<file path="src/hw/rtl/gqfn_pkg.sv">
package gqfn_pkg;

    // Field and datapath widths
    localparam int HW           = 16;   // input height, Q11.4
    localparam int SPW          = 10;   // cell spacing register
    localparam int DW           = 17;   // corner height difference
    localparam int CW           = 18;   // cross product component
    localparam int MW           = 17;   // component magnitude
    localparam int SQW          = 2 * MW;
    localparam int NW           = SQW + 2;  // squared length of a vector
    localparam int FRAC_SHIFT   = 30;   // (2 * 16384)^2
    localparam int EW           = SQW + FRAC_SHIFT;
    localparam int AW           = NW + FRAC_SHIFT + 2;
    localparam int RW           = 16;   // root of the scaled ratio
    localparam int QW           = 16;   // output component, Q1.14
    localparam int FRONT_STAGES = 3;
    localparam int ROOT_STAGES  = RW;
    localparam int NUM_STAGES   = FRONT_STAGES + ROOT_STAGES + 1;
    localparam int NUM_COMP     = 6;

    // One component under square root search
    typedef struct packed {
        logic [AW-1:0] b;   // running root times length, aligned to the current bit
        logic [EW-1:0] e;   // remainder of the scaled square
        logic [RW-1:0] r;   // root bits found so far
    } lane_t;

    // One triangle normal: shared length term and three components
    typedef struct packed {
        logic [AW-1:0]  a;
        lane_t [2:0]    lane;
    } vec_t;

    // Everything one item carries through the root stages
    typedef struct packed {
        vec_t [1:0]             vec;
        logic [NUM_COMP-1:0]    neg;
        logic                   zero;
    } root_t;

endpackage

</file>
<file path="src/hw/rtl/gqfn_front.sv">
module gqfn_front
    import gqfn_pkg::*;
(
    input  logic                    aclk,
    input  logic [FRONT_STAGES-1:0] en,
    input  logic [SPW-1:0]          spacing,
    input  logic [HW-1:0]           height_base,
    input  logic [HW-1:0]           height_next_row,
    input  logic [HW-1:0]           height_diagonal,
    input  logic [HW-1:0]           height_next_col,
    output root_t                   root_out
);

    logic signed [DW-1:0] diff_a, diff_b, diff_c;
    logic signed [CW-1:0] comp_next [NUM_COMP];
    logic signed [CW-1:0] comp_reg  [NUM_COMP];
    logic                 zero1_reg;

    logic [MW-1:0]        mag       [NUM_COMP];
    logic [SQW-1:0]       sq_next   [NUM_COMP];
    logic [SQW-1:0]       sq_reg    [NUM_COMP];
    logic [NUM_COMP-1:0]  neg_next;
    logic [NUM_COMP-1:0]  neg2_reg;
    logic                 zero2_reg;

    logic [NW-1:0]        norm_next [2];
    root_t                root_next;
    root_t                root_reg;

    // Edge differences and the scaled cross products
    always_comb begin
        diff_a = {height_next_row[HW-1], height_next_row} - {height_base[HW-1], height_base};
        diff_b = {height_diagonal[HW-1], height_diagonal} - {height_base[HW-1], height_base};
        diff_c = {height_next_col[HW-1], height_next_col} - {height_base[HW-1], height_base};
        comp_next[0] = {diff_a[DW-1], diff_a} - {diff_b[DW-1], diff_b};
        comp_next[1] = {{(CW-SPW-4){1'b0}}, spacing, 4'b0000};
        comp_next[2] = -{diff_a[DW-1], diff_a};
        comp_next[3] = -{diff_c[DW-1], diff_c};
        comp_next[4] = {{(CW-SPW-4){1'b0}}, spacing, 4'b0000};
        comp_next[5] = {diff_c[DW-1], diff_c} - {diff_b[DW-1], diff_b};
    end

    always_ff @(posedge aclk) begin
        if (en[0]) begin
            comp_reg  <= comp_next;
            zero1_reg <= (spacing == '0);
        end
    end

    // Magnitudes and squares
    always_comb begin
        for (int i = 0; i < NUM_COMP; i++) begin
            neg_next[i] = comp_reg[i][CW-1];
            if (comp_reg[i][CW-1]) begin
                mag[i] = MW'(-comp_reg[i]);
            end else begin
                mag[i] = MW'(comp_reg[i]);
            end
            sq_next[i] = mag[i] * mag[i];
        end
    end

    always_ff @(posedge aclk) begin
        if (en[1]) begin
            sq_reg    <= sq_next;
            neg2_reg  <= neg_next;
            zero2_reg <= zero1_reg;
        end
    end

    // Squared lengths and the start values of the root search
    always_comb begin
        root_next = '0;
        for (int v = 0; v < 2; v++) begin
            norm_next[v] = NW'(sq_reg[3*v]) + NW'(sq_reg[3*v+1]) + NW'(sq_reg[3*v+2]);
            root_next.vec[v].a = AW'(norm_next[v]) << FRAC_SHIFT;
            for (int l = 0; l < 3; l++) begin
                root_next.vec[v].lane[l].e = EW'(sq_reg[3*v+l]) << FRAC_SHIFT;
            end
        end
        root_next.neg  = neg2_reg;
        root_next.zero = zero2_reg;
    end

    always_ff @(posedge aclk) begin
        if (en[2]) begin
            root_reg <= root_next;
        end
    end

    assign root_out = root_reg;

endmodule

</file>
<file path="config.mk">
export PLATFORM = sky130hd
export DESIGN_NAME = gqfn_front
export DESIGN_NICKNAME = d
export VERILOG_FILES = /design/src/hw/rtl/gqfn_pkg.sv /design/src/hw/rtl/gqfn_front.sv
export SDC_FILE = /design/constraint.sdc
export NUM_CORES = 2
export LEC_CHECK = 0
export BUFFER_PORTS_ARGS = -buffer_cell sky130_fd_sc_hd__buf_2
export CAP_MARGIN = 0
export CORE_AREA = 2 2 431 433
export DETAILED_ROUTE_END_ITERATION = 10
export DIE_AREA = 0 0 433 435
export HOLD_SLACK_MARGIN = 0.15
export PLACE_DENSITY_LB_ADDON = 0.25
export SETUP_SLACK_MARGIN = 0.1
export SKIP_CTS_REPAIR_TIMING = 1
export SYNTH_ARGS = -nofsm -noshare
export SYNTH_HDL_FRONTEND = slang
export SYNTH_SLANG_ARGS = --single-unit
</file>
<file path="constraint.sdc">
create_clock -name aclk -period 11.63 [get_ports aclk]
set_input_delay 0.5815 -clock aclk [delete_from_list [all_inputs] [get_ports aclk]]
set_output_delay 0.5815 -clock aclk [all_outputs]
set_load 0.05 [all_outputs]
</file>
=== After elaboration in Yosys (flattened, before gate mapping) ===
Index checks and enable logic that the tools add are counted.

* Input bits: 78
* Logic and storage cells: 47
* Register bits after elaboration: 489

* Multipliers: 5
* $add $sub $neg: 15
* Reductions and logical operators: 1
* Muxes and demuxes: 4

{| class="wikitable"
|+ Operators by type and width
! cell !! count
|-
| 17-bit by 17-bit multiplier with 34-bit output || 4
|-
| 35-bit by 34-bit adder with 36-bit output || 2
|-
| 34-bit by 34-bit adder with 35-bit output || 2
|-
| 17-bit 2-to-1 mux || 4
|-
| 17-bit negator || 4
|-
| 16-bit by 16-bit subtractor with 17-bit output || 3
|-
| 18-bit negator || 2
|-
| 17-bit by 17-bit subtractor with 18-bit output || 2
|-
| 10-bit by 10-bit multiplier with 20-bit output || 1
|-
| 10-bit zero test || 1
|}

=== Depth between registers and ports, before layout ===
* Word-level depth: 3
* Mapped depth: 35
* Mapped depth without buffers: 33

=== Worst setup path after synthesis ===
Ideal clock, no wire load.

* Path type: flip-flop to flip-flop
* From: register comp_reg[0] in the netlist's numbering
* To: register sq_reg, in the netlist root_next[894], data pin
* Buffers on the path: 3
* Slack: 3,235 ps
* Stages on the path, launching flop included: 33
* Clock period less this slack: 8,395 ps
* Library setup time: 260 ps
* Data arrival time: 8,136 ps
* Cell sequence: edfxtp_1 -> clkbuf_1 -> inv_1 -> clkbuf_1 -> ha_1 -> nand2_1 -> or4_1 -> o41ai_1 -> xnor2_1 -> inv_1 -> clkbuf_1 -> nor2_1 -> inv_1 -> fa_1 -> fa_1 -> fa_1 -> inv_1 -> fa_1 -> fa_1 -> inv_1 -> fa_1 -> inv_1 -> ha_1 -> a21o_1 -> a21oi_1 -> nor3b_1 -> a211oi_1 -> or3_1 -> o31a_1 -> a211oi_1 -> o21ai_0 -> a21oi_1 -> xnor2_1

{| class="wikitable"
|+ RTL lines
! what !! line !! source
|-
| from (decl) || gqfn_front.sv:16 || <nowiki>logic signed [CW-1:0] comp_reg [NUM_COMP];</nowiki>
|-
| from (signal assigned) || gqfn_front.sv:45 || <nowiki>comp_reg <= comp_next;</nowiki>
|-
| to (signal assigned) || gqfn_front.sv:65 || <nowiki>sq_reg <= sq_next;</nowiki>
|-
| to (decl) || gqfn_front.sv:21 || <nowiki>logic [SQW-1:0] sq_reg [NUM_COMP];</nowiki>
|}

==> summary.txt <==
Outcome
  – Status: finished clean

Routing
  – Vias: between 40000 and 50000
  – Residual DRC count: 0
  – Total wire length: ~170000 microns
  – Met2 WL: between 80000 and 90000 microns
  – Routed WL per cell: 18.5 microns
  – DR top layer: met5
  – Met1 wire length: 71600 microns
  – Iter 0 DRT Violations: 2232
  – WL met3: around 8000 microns
  – Post-DRT Antenna Nets: 0
  – Via density: 4.48
  – First-pass DRT Iterations: 5

Setup path
  – CP peak stage delay: 0.84 ns
  – Reg-to-Reg Start: comp_reg[90]
  – CP max stage cell: xor2_1
  – Crit path max fanout: 12
  – Critical path type: flop to flop
  – Setup crit start kind: flop
  – CP arrival: 10.42 ns
  – Crit path launch: comp_reg[90]
  – Worst EP required: ~12 ns
  – Most used cell, CP: fa_1
  – Critical path capture point type: flop
  – R2R depth: 29

Synth
  – EDFF count, synth: 467
  – Main area contributors after synthesis: fa_1, edfxtp_1, ha_1
  – Top cell type's share of synthesized area: between 20% and 30%
  – Post-synth cell types: 77
  – Post-Syn Instances: around 6400
  – Synth Register Bits: ~470
  – Register area share after synthesis: ~22%
  – Yosys top cell by area: fa_1
  – Async S/R FF share, synth: 0%
  – Synth warnings: 0
  – Mapped Area: 63400 sq um
  – Syn Area/Cell: 9.85 sq um
  – Commonest register cell after synthesis: edfxtp_1

STA
  – Final worst-path cycle share: 85.7%
  – Worst Tran Pin Value: ~1.2 ns
  – Final setup vio count: 0
  – Final Hold Violating Endpoints: 0
  – Worst rel slew slack: about 16%
  – RSZ-0062 raised after global routing: no
  – Clk_skew: 0.0417 ns
  – Setup TNS: 0 ns
  – Slew Limit Fails: 0
  – F_max: 0.100 GHz
  – Period minus WS final: between 9 and 10 ns

Job
  – Number of max-cap violations: 0

Placement
  – Routability Congestion: 0.932
  – I/O Buffers: 324
  – HPWL after DPL: around 150000 microns

Layout
  – Max FFs per register: 228
  – Share of cells above drive strength 1: 7.61%
  – Final Util: a little over a third
  – Commonest non-fill, non-tap cell in the layout: inv_1
  – Fillers: approximately 19000
  – Final net count: ~8400
  – Area growth syn-to-layout: 6.08%
  – Most frequent cells in the layout: inv_1, fa_1, conb_1, ha_1, edfxtp_1

Floorplan
  – Die area: 188000 sq um
  – Core Area: roughly 180000 sq um
  – Core Rows: 158
  – Starting Density: about a third
  – IO Count: 1109
  – Die Ht: between 400 and 500 microns
  – Die W: between 400 and 500 microns

Clocking
  – Clk Tree Root Cell: clkbuf_16
  – Worst-Skew Late Latency: roughly 0.70 ns
  – Max H-tree Level: 2
  – Max clock buf depth: 3
  – Clock tree sinks: 467
  – Clk pin slew, worst setup/hold paths: 0.07 ns
  – TritonCTS clock tree: built
  – TritonCTS Buffers: just under 60

Hold path
  – Hold Path Stages: 1
  – Hold Path Class: input pin to flop
  – Hold Startpoint: en[2]

Global routing
  – Initial antenna violation count: 11
  – GRT Residual Overflow: 0
  – Total track usage: between 10% and 20%
  – Largest net degree at the start of global routing: 78
  – First-pass GRT wire length: 260000 microns
  – Vias in the first global route: 42900
## cells by family after synthesis
family          share of synthesized area, %
buf+inv                                 17.8
fa+ha+maj                               39.5
simple gates                            8.54
compound gates                          6.83
flops                                   22.1
xor+xnor                                5.14
mux                                   0.0671
other cells                          0.00591
## final timing paths
kind | end | slack [ns]
max reg2reg | root_next[86] | 1.67
min | root_out[581] | 0.28
max | root_next[86] | 1.67
min reg2reg | root_out[0] | 0.41
## cell type report
cell class | count | area (sq um) | share of cell area (%)
Multi-Input combinational cell | 4554 | 41100 | 61.1
Antenna cell | 7 | 17.5 | 0.0260
Tap cell | 2480 | 3100 | 4.61
Timing Repair Buffer | 389 | 2150 | 3.20
Inverter | 1317 | 4940 | 7.35
Clock inverter | 45 | 412 | 0.612
Sequential cell | 467 | 14000 | 20.8
Clock buffer | 65 | 1500 | 2.23
## critical path, delay by kind of cell (launching register included)
family	cells	cell delay, ns
AO/OA/AOI/OAI	8	2.29
buffers and inverters	6	1.29
adder cells (fa/ha/maj)	8	3.42
AND/OR/NAND/NOR	5	1.23
XOR/XNOR	2	0.92
flip-flops	1	0.59
## layer usage
| metal | global-route usage, % | up-vias |
|---|---|---|
| li1 | - | 19400 |
| met1 | 23.2 | 20800 |
| met2 | 31.6 | 1294 |
| met3 | 1.57 | 213 |
| met4 | 7.18 | 2 |
| met5 | 0 | - |
## through the flow
step,instance area (sq um),hold WS [ns],std cells,setup slack [ns]
floorplan,66400,0.400,7222,3.23
global placement,65300,0.405,9197,1.76
detailed placement,65300,0.405,9197,1.73
CTS,67200,0.0590,9307,1.71
global route,67300,0.267,9323,1.11
finish,67300,0.280,9324,1.67
## cells in the mapped netlist, types with 27 or more instances
library cell	n
a21oi_1	204
nand2_1	459
and2_1	45
xnor2_1	270
edfxtp_1	467
nor2b_1	56
inv_1	1298
nor2_1	408
nor3_1	49
o21a_1	39
ha_1	646
buf_4	803
fa_1	849
and3_1	27
xor2_1	102
o21ai_0	122
o21bai_1	32
nand3_1	47
nand2b_1	39
clkbuf_1	78
a21o_1	93
Power is left out: the tool's default activity adds up to more than one toggle a clock period on the data nets, which glitch-free logic cannot reach.
